[config.mk]
export PLATFORM = sky130hd
export DESIGN_NAME = rgcq_ram
export DESIGN_NICKNAME = d
export VERILOG_FILES = /design/src/design/rgcq_ram.sv
export SDC_FILE = /design/constraint.sdc
export NUM_CORES = 1
export LEC_CHECK = 0
export ABC_AREA = 1
export BUFFER_PORTS_ARGS = -buffer_cell sky130_fd_sc_hd__buf_2
export CORE_MARGIN = 5
export CORE_UTILIZATION = 40
export DETAILED_ROUTE_END_ITERATION = 6
export SYNTH_ARGS = -nofsm -noshare
export SYNTH_HDL_FRONTEND = slang
export SYNTH_SLANG_ARGS = --single-unit
[constraint.sdc]
create_clock -name clk -period 1.5 [get_ports clk]
set_input_delay 0.15 -clock clk [delete_from_list [all_inputs] [get_ports clk]]
set_output_delay 0.15 -clock clk [all_outputs]
set_load 0.01 [all_outputs]
[src/design/rgcq_ram.sv]
// Generic single-port synchronous RAM with registered read.
`timescale 1ns / 1ps
module rgcq_ram #(
    parameter int W  = 8,
    parameter int D  = 16,
    parameter int AW = $clog2(D)
) (
    input  logic          clk,
    input  logic          we,
    input  logic [AW-1:0] addr,
    input  logic [W-1:0]  wdata,
    output logic [W-1:0]  rdata
);

    logic [W-1:0] mem [D];

    always_ff @(posedge clk)
    begin
        if (we)
        begin
            mem[addr] <= wdata;
        end
        rdata <= mem[addr];
    end

endmodule

==> out/results.tsv <==
stage	metric	value	unit
global_routing	grtUsageTotal	0.162	
floorplan	core_region_area	13800	um2
pwr	power.leakage	0.00290	uW
route	viasPerCell	4.71	
clock_network	cts_resized	0	
timing	skew	0.00844	ns
clock_network	cts.sinks	136	
setup_path	cpMaxStageDelayCell	dfxtp_1	
timing	tightest_slew	0.370	ns
floorplan	start_util	0.406	
floorplan	row_count	43	
clock_network	clk_pin_slew	0.06	ns
cells_and_area	area_growth	19.7	%
route	ant_nets	0	
clock_network	root_buffer	clkbuf_16	
cells_and_area	fill_cells	1287	
setup_path	cpPeakStageDelay	0.38	ns
logic_synthesis	synth-seq-cells	136	
setup_path	crit_chain	buf_2	
timing	final-setup-viol-count	0	
timing	tns	0	ns
placement	place.gp.congestion	0.826	
logic_synthesis	synth.cell_area	5590	um2
timing	finalHoldViolations	0	
cells_and_area	layout.nets	614	
route	totalWireLength	12.1	mm
setup_path	crit_arrival	0.95	ns
run	max_cap_viol_count	0	
setup_path	cp_max_fo	1	
logic_synthesis	ys_warn_count	0	
setup_path	critPathRequiredTime	1.35	ns
timing	rsz0062_at_grt	no	
setup_path	end_kind	output pin	
timing	fmax	908	MHz
logic_synthesis	synth_cell_types	11	
floorplan	io_pins	22	
pwr	p_total	9080	uW
clock_network	clkLatencyLatePin	0.42	ns
clock_network	cts_hold_buffers	0	
route	first_pass_iters	5	
cells_and_area	antenna_cells	0	
logic_synthesis	synthesis.instances	548	
route	wl_per_cell	15.3	um
setup_path	critPathTopFamily	flip-flops	
floorplan	dieArea	16400	um2
clock_network	cts_max_level	4	
global_routing	grt.overflow.total	0	
cells_and_area	seq_area	4000	um2
route	drtIter0Drc	314	
route	drcViolationCount	0	
outcome	outcome	complete, no violations	
route	vias	3735	
floorplan	dieHeight	128	um
setup_path	critPathKind	reg2out	
placement	io_buffers	21	
placement	dp_hpwl	7.92	mm
worst_hold_path	hold_class	in2reg	
cells_and_area	multi_input_area	1390	um2
logic_synthesis	avgSynthCellArea	10.2	um2
clock_network	cts_tree	built	
timing	timing.final.ws_setup	0.399	ns
global_routing	grt_pass1_wl	19.7	mm
cells_and_area	drive_gt1_frac	0.135	
clock_network	cts_buffers	17	
global_routing	antenna_found_initial	0	
timing	period_needed	1.10	ns
pwr	vdd_ir_drop_max	0.000880	V
clock_network	cts_setup_buffers	0	
pwr	power_density	1360	nW/um2
logic_synthesis	syn-num-nets	562	
placement	place_ws	0.0729	ns
floorplan	die_x	128	um
logic_synthesis	ys_seq_area_frac	0.716	
timing	max_slew_margin	0.753	
clock_network	cts.path.max_buffers	2	
global_routing	grt_start_max_net_pins	45	
setup_path	path_buf_inv	1	
setup_path	start_kind	flip-flop	
timing	timing.final.crit_share	0.734	
global_routing	grt_pass1_vias	3806	
timing	slew_violations	0	
[layout by cell type (no fill, tap or decap)]
cell,n
clkinvlp_4,1
buf_12,2
edfxtp_1,128
clkinv_1,2
bufinv_16,4
nand3_1,4
clkinv_4,4
dfxtp_1,8
inv_1,21
buf_4,31
clkbuf_16,17
buf_2,21
nor2_1,18
clkinv_2,2
inv_2,1
clkbuf_1,3
nand2_1,346
[sequential cells by signal, indices dropped and copies added (netlist names)]
signal and flops:
rdata 8, mem 128
[final timing paths]
| path | from | end | slack [ns] | depth (start not counted) |
|---|---|---|---|---|
| worst min register to register | mem[0][7]$_DFFE_PP_ | rdata[7]$_DFF_P_ | 0.70 | 8 |
| worst max-delay path | rdata[2]$_DFF_P_ | rdata[2] | 0.40 | 1 |
| worst min-delay path | wdata[7] | mem[9][7]$_DFFE_PP_ | 0.14 | 1 |
| worst max register to register | mem[3][5]$_DFFE_PP_ | rdata[5]$_DFF_P_ | 0.48 | 8 |
[kinds of logic after synthesis]
logic type | after synthesis | share of synthesized area
simple gates | 368 | 0.248
flops | 136 | 0.716
buf+inv | 44 | 0.0362
[layout make-up]
| cell class | instances | share of cell area |
|---|---|---|
| Sequential cell | 136 | 0.598 |
| Multi-Input combinational cell | 368 | 0.207 |
| Clock buffer | 20 | 0.0652 |
| Timing Repair Buffer | 54 | 0.0565 |
| Tap cell | 180 | 0.0337 |
| Clock inverter | 12 | 0.0264 |
| Inverter | 23 | 0.0129 |
[through the flow]
| step | utilization | cells | instance area [um2] | hold slack [ns] |
|---|---|---|---|---|
| 3_5_place_dp | 0.441 | 761 | 6080 | 0.552 |
| 6_report | 0.486 | 793 | 6690 | 0.144 |
| 2_1_floorplan | - | 548 | 5590 | 0.249 |
| 4_1_cts | 0.486 | 793 | 6690 | 0.130 |
| 3_3_place_gp | 0.441 | 761 | 6080 | 0.549 |
| 5_1_grt | 0.486 | 793 | 6690 | 0.131 |
[cells in the mapped netlist]
master      n  area [um2]
nand2_1   346        1300
edfxtp_1  128        3840
inv_1      21        78.8
nor2_1     18        67.6
buf_2      12        60.1
dfxtp_1     8         160
buf_4       6        45.0
nand3_1     4        20.0
clkbuf_1    3        11.3
clkinv_1    1        3.75
inv_2       1        3.75
[power breakdown]
part           switching, uW  leakage (uW)  internal (uW)
Combinational            365       0.00138            162
Sequential              26.3       0.00122           4250
Clock                   1500      0.000296           2770
Total                   1890       0.00290           7190
[layer usage]
metal / part of all wire / track usage / vias up / wire, um
met5: 0 / 0 / - / 0
met4: 0.023 / 0.0687 / 0 / 277
met3: 0.033 / 0.0463 / 16 / 402
met2: 0.49 / 0.267 / 62 / 5970
met1: 0.45 / 0.200 / 1800 / 5450
li1: - / - / 1857 / -
Note: power is estimated with default switching activity, not from simulation.
