[src/design/rgcq_pkg.sv]
// Shared constants, types and helpers for the region growing colour quantizer.
`timescale 1ns / 1ps
package rgcq_pkg;

    localparam int MAX_ROWS = 480;
    localparam int MAX_COLS = 640;
    localparam int MAX_PIX  = MAX_ROWS * MAX_COLS;

    localparam int ROW_W   = $clog2(MAX_ROWS + 1);
    localparam int COL_W   = $clog2(MAX_COLS + 1);
    localparam int ADDR_W  = $clog2(MAX_PIX + 1);
    localparam int MEM_D   = MAX_PIX + 1;
    localparam int LABEL_W = 19;
    localparam int CH_W    = 8;
    localparam int PIX_W   = 3 * CH_W;
    localparam int SUM_W   = CH_W + ADDR_W;
    localparam int QENT_W  = ROW_W + COL_W;

    localparam int THR_W      = 7;
    localparam int RCFG_W     = 9;
    localparam int CCFG_W     = 10;
    localparam int CFG_DATA_W = 10;
    localparam int CFG_IDX_W  = 2;

    localparam logic [CFG_IDX_W-1:0] REG_THRESHOLD = 2'd0;
    localparam logic [CFG_IDX_W-1:0] REG_ROWS      = 2'd1;
    localparam logic [CFG_IDX_W-1:0] REG_COLS      = 2'd2;

    localparam logic [THR_W-1:0]  THRESHOLD_RESET = 7'd20;
    localparam logic [RCFG_W-1:0] ROWS_RESET      = 9'd480;
    localparam logic [CCFG_W-1:0] COLS_RESET      = 10'd640;

    localparam logic [1:0] OFS_MINUS = 2'd0;
    localparam logic [1:0] OFS_ZERO  = 2'd1;
    localparam logic [1:0] OFS_PLUS  = 2'd2;

    typedef logic [2:0][SUM_W-1:0] sums_t;
    typedef logic [2:0][CH_W-1:0]  chans_t;

    typedef struct packed {
        logic [1:0] dr;
        logic [1:0] dc;
    } nbr_ofs_t;

    function automatic nbr_ofs_t nbr_ofs(input logic [2:0] dir);
        nbr_ofs_t o;
        case (dir)
            3'd0:    o = '{dr: OFS_MINUS, dc: OFS_MINUS};
            3'd1:    o = '{dr: OFS_MINUS, dc: OFS_ZERO};
            3'd2:    o = '{dr: OFS_MINUS, dc: OFS_PLUS};
            3'd3:    o = '{dr: OFS_ZERO,  dc: OFS_MINUS};
            3'd4:    o = '{dr: OFS_ZERO,  dc: OFS_PLUS};
            3'd5:    o = '{dr: OFS_PLUS,  dc: OFS_MINUS};
            3'd6:    o = '{dr: OFS_PLUS,  dc: OFS_ZERO};
            default: o = '{dr: OFS_PLUS,  dc: OFS_PLUS};
        endcase
        return o;
    endfunction

endpackage

[src/design/rgcq_div.sv]
// Three-lane restoring divider producing 8-bit region means.
`timescale 1ns / 1ps
module rgcq_div
    import rgcq_pkg::*;
(
    input  logic              clk,
    input  logic              rst_n,
    input  logic              start,
    input  sums_t             sums,
    input  logic [ADDR_W-1:0] size,
    output logic              done,
    output chans_t            quot
);

    logic        busy_reg, busy_next;
    logic        done_reg, done_next;
    logic [2:0]  bit_reg, bit_next;
    sums_t       rem_reg, rem_next;
    chans_t      q_reg, q_next;
    logic [ADDR_W-1:0] dsr_reg, dsr_next;
    logic [SUM_W-1:0]  shifted;

    always_comb
    begin
        busy_next = busy_reg;
        done_next = 1'b0;
        bit_next  = bit_reg;
        rem_next  = rem_reg;
        q_next    = q_reg;
        dsr_next  = dsr_reg;
        shifted   = SUM_W'(dsr_reg) << bit_reg;
        if (start)
        begin
            busy_next = 1'b1;
            bit_next  = 3'd7;
            rem_next  = sums;
            q_next    = '0;
            dsr_next  = size;
        end
        else if (busy_reg)
        begin
            for (int k = 0; k < 3; k++)
            begin
                if (rem_reg[k] >= shifted)
                begin
                    rem_next[k]       = rem_reg[k] - shifted;
                    q_next[k][bit_reg] = 1'b1;
                end
            end
            if (bit_reg == 3'd0)
            begin
                busy_next = 1'b0;
                done_next = 1'b1;
            end
            else
            begin
                bit_next = bit_reg - 3'd1;
            end
        end
    end

    always_ff @(posedge clk or negedge rst_n)
    begin
        if (!rst_n)
        begin
            busy_reg <= 1'b0;
            done_reg <= 1'b0;
            bit_reg  <= '0;
        end
        else
        begin
            busy_reg <= busy_next;
            done_reg <= done_next;
            bit_reg  <= bit_next;
        end
    end

    always_ff @(posedge clk)
    begin
        rem_reg <= rem_next;
        q_reg   <= q_next;
        dsr_reg <= dsr_next;
    end

    assign done = done_reg;
    assign quot = q_reg;

endmodule

[config.mk]
export PLATFORM = sky130hd
export DESIGN_NAME = rgcq_div
export DESIGN_NICKNAME = d
export VERILOG_FILES = /design/src/design/rgcq_pkg.sv /design/src/design/rgcq_div.sv
export SDC_FILE = /design/constraint.sdc
export NUM_CORES = 1
export LEC_CHECK = 0
export BUFFER_PORTS_ARGS = -buffer_cell sky130_fd_sc_hd__buf_2
export CORE_MARGIN = 2
export CORE_UTILIZATION = 55
export CTS_BUF_LIST = sky130_fd_sc_hd__clkbuf_4 sky130_fd_sc_hd__clkbuf_8
export CTS_CLUSTER_DIAMETER = 200
export CTS_CLUSTER_SIZE = 30
export DETAILED_ROUTE_END_ITERATION = 10
export PLACE_DENSITY = 0.76
export REMOVE_ABC_BUFFERS = 1
export SLEW_MARGIN = 10
export SYNTH_ARGS = -nofsm -noshare
export SYNTH_HDL_FRONTEND = slang
export SYNTH_SLANG_ARGS = --single-unit
[constraint.sdc]
create_clock -name clk -period 16.1 [get_ports clk]
set_input_delay 2.415 -clock clk [delete_from_list [all_inputs] [get_ports clk]]
set_output_delay 2.415 -clock clk [all_outputs]
set_load 0.01 [all_outputs]
==> key figures <==
Die
  – Vert. Die Dim: 138.8 µm
  – Starting Density: 0.5586
  – Die width: 138.8 µm
  – Site row count: 49
  – Die footprint: 19,280 µm²
  – Core Area: 17,900 µm²
  – IO Count: 128

GRT
  – GRT overflow: 0
  – First-pass GRT wire length: 42.14 mm
  – Tot GR Track Use: 0.2730
  – Number of global-route vias before repair: 8,447
  – Initial antenna violation count: 0
  – Largest net degree at the start of global routing: 91

Critical path
  – Setup CP Type: register to register
  – R2r setup slk: 11.17 ns
  – CP Capture Type: register
  – CP startpoint: bit_reg[0]
  – Destination of the critical timing path: rem_reg[77]
  – Reg2reg start: bit_reg[0]
  – Critical Path Fanout Max: 29
  – Max incr delay on CP: 0.57 ns
  – Worst-case reg-to-reg path depth: 12
  – Crit path required time: 16.30 ns
  – Worst path cell trace: buf_4, mux4_2, mux2i_1, ha_1, a21o_1, a21oi_1, o221ai_1, o211ai_1, nand2_1, a21oi_2, nand2_1, buf_4
  – Critical Path Source Type: register
  – Reg2reg end: rem_reg[77]
  – Slowest CP cell: mux4_2
  – Data arrival, critical path: 5.13 ns

Route
  – DR WL/cell: 18.56 µm
  – Number of DRC markers in iteration 0: 619
  – Post-DRT Antenna Nets: 0
  – Vias: 8,851
  – Total Wirelength: 26.56 mm
  – Drt drc: 0
  – Vias/cell: 6.185
  – Pre-Repair DR Iteration Count: 7

Clock tree
  – Clock Latency Late Sink: 0.48 ns
  – Cells resized by post-CTS repair: 0
  – TritonCTS clock tree: done
  – H-tree levels: 4
  – Root Buffer: clkbuf_8
  – Clock Pin Slew Worst Setup and Hold Paths: 0.08 ns
  – Number of hold buffers added after CTS: 0
  – Post-CTS Repair Setup Buffers: 0
  – Total CTS buffers: 17
  – Clock sinks: 129
  – Max Buffers Root-to-Sink: 2

STA
  – Fmax: 203.0 MHz
  – RSZ-0062 raised after global routing: no
  – Final Hold Viols: 0
  – Rel. slew slack: 0.4070
  – Final period util: 0.3059
  – Max Transition Viols Final: 0
  – Setup TNS: 0 ns
  – Clock Skews: 0.01601 ns
  – WHS: 0.4576 ns
  – Finish-stage setup viols: 0
  – Fin crit period: 4.925 ns
  – Tightest Pin Transition: 0.8894 ns
  – Final WS setup: 11.17 ns

Logic synthesis
  – Share of the synthesized area in the top cell type: 0.3003
  – Post-Synthesis Cells: 1,096
  – Most common cell in the netlist: nand2_1
  – Yosys reg bits: 129
  – Post-synth top cells: nand2_1 (146), o21ai_0 (107), edfxtp_1 (100)
  – Yosys warning total: 0
  – Largest area contributor in the netlist: edfxtp_1
  – Synth unique cells: 71
  – Sequential area share after synthesis: 0.3608
  – Ys flop type: edfxtp_1
  – Post-synth EDFFs: 100
  – Synth top area cells: edfxtp_1 (30%), ha_1 (10%), nand2_1 (5.5%)
  – Average cell area after synthesis: 9.125 µm²
  – Post-synth ARST share: 0.03876
  – Cell Area, Synth: 10,000 µm²

Status
  – Status: finished, final reports clean

Pwr
  – Lkg Pwr: 4.800 nW
  – Power Density: 206.5 nW/µm²
  – Peak VDD IR: 0.1152 mV
  – Power Total: 2.304 mW

Placed design
  – HPWL Detailed: 20.14 mm
  – Pre-CTS setup slack: 11.03 ns
  – Routability congestion estimate: 0.9782
  – Port Buf Inserts: 127

Layout
  – Footprint of the multi-input gates: 6071 µm²
  – Layout cells sized above 1: 0.1697
  – Largest register FFs: 81
  – N_diodes: 0
  – Area Growth Syn to Fin: 11.59%
  – Fillers: 1,570
  – Flip-flop and latch area: 3608 µm²
  – Nets@finish: 1,375

Job
  – Max-Cap Viols: 0

Min path
  – Worst min path class: register to register
critical path, delay by kind of cell, from the launching register on:
kind | cells | cell delay, ns
adders and majority gates | 1 | 0.40
AOI/OAI and AO/OA | 5 | 1.52
muxes | 2 | 1.05
DFF | 1 | 0.33
buffers and inverters | 2 | 0.70
and+or+nand+nor | 2 | 0.64
area by class of cell:
cell class,instances,area share
Tap cell,229,0.02568
Clock inverter,13,0.01312
Multi-Input combinational cell,881,0.5440
Clock buffer,19,0.02287
Timing Repair Buffer,135,0.06256
Sequential cell,129,0.3234
Inverter,25,0.008409
routing by layer:
layer  track usage  share of wire
met2        0.4498           0.47
met4       0.08985          0.024
met1        0.3633           0.43
met5             0              0
met3       0.05421          0.079
report_power, final:
| group | internal [mW] | switching, mW |
|---|---|---|
| Combinational | 0.581 | 0.842 |
| Clock | 0.146 | 0.148 |
| Sequential | 0.532 | 0.0554 |
cells in the final DEF (no fill, tap or decap), drive strengths merged, types with 7 or more instances in the layout:
master and instances:
clkbuf 19, o2bb2ai 16, mux2 10, a211oi 9, buf 135, nor2b 12
xnor2 38, or3 8, xor2 27, nand2 146, o31ai 14, o21ai 109
edfxtp 100, a21oi 75, dfxtp 24, mux4 8, nand3 27, nand4 20
ha 80, and3 12, o21bai 11, nor2 54, nand2b 7, a31oi 15
mux2i 30, inv 30, a21o 48, o21a 17, nor3 15
worst min path at each step:
stage,startpoint,to,cells past startpoint
after CTS,quot[23],quot[23],2
after global routing,quot[9],quot[9],1
final,quot[23],quot[23],2
after global placement,quot[3],quot[3],1
after floorplan,quot[14],quot[14],2
after detailed placement,quot[23],quot[23],2
metrics by stage:
stage / instance area (µm²) / util / std cells
floorplan: 9766 / - / 1035
global placement: 10760 / 0.6009 / 1399
detailed placement: 10760 / 0.6009 / 1399
CTS: 11160 / 0.6234 / 1431
global route: 11160 / 0.6234 / 1431
finish: 11160 / 0.6234 / 1431
kinds of logic after synthesis:
group | after synthesis | share of synthesized area
AO/OA/AOI/OAI | 364 | 0.2343
multiplexers | 48 | 0.05930
XOR/XNOR | 65 | 0.05693
flip-flops | 129 | 0.3608
AND/OR/NAND/NOR | 321 | 0.1496
buffers and inverters | 86 | 0.03290
adder cells (fa/ha/maj) | 83 | 0.1061
No activity file was read; power rests on OpenSTA's default activity.
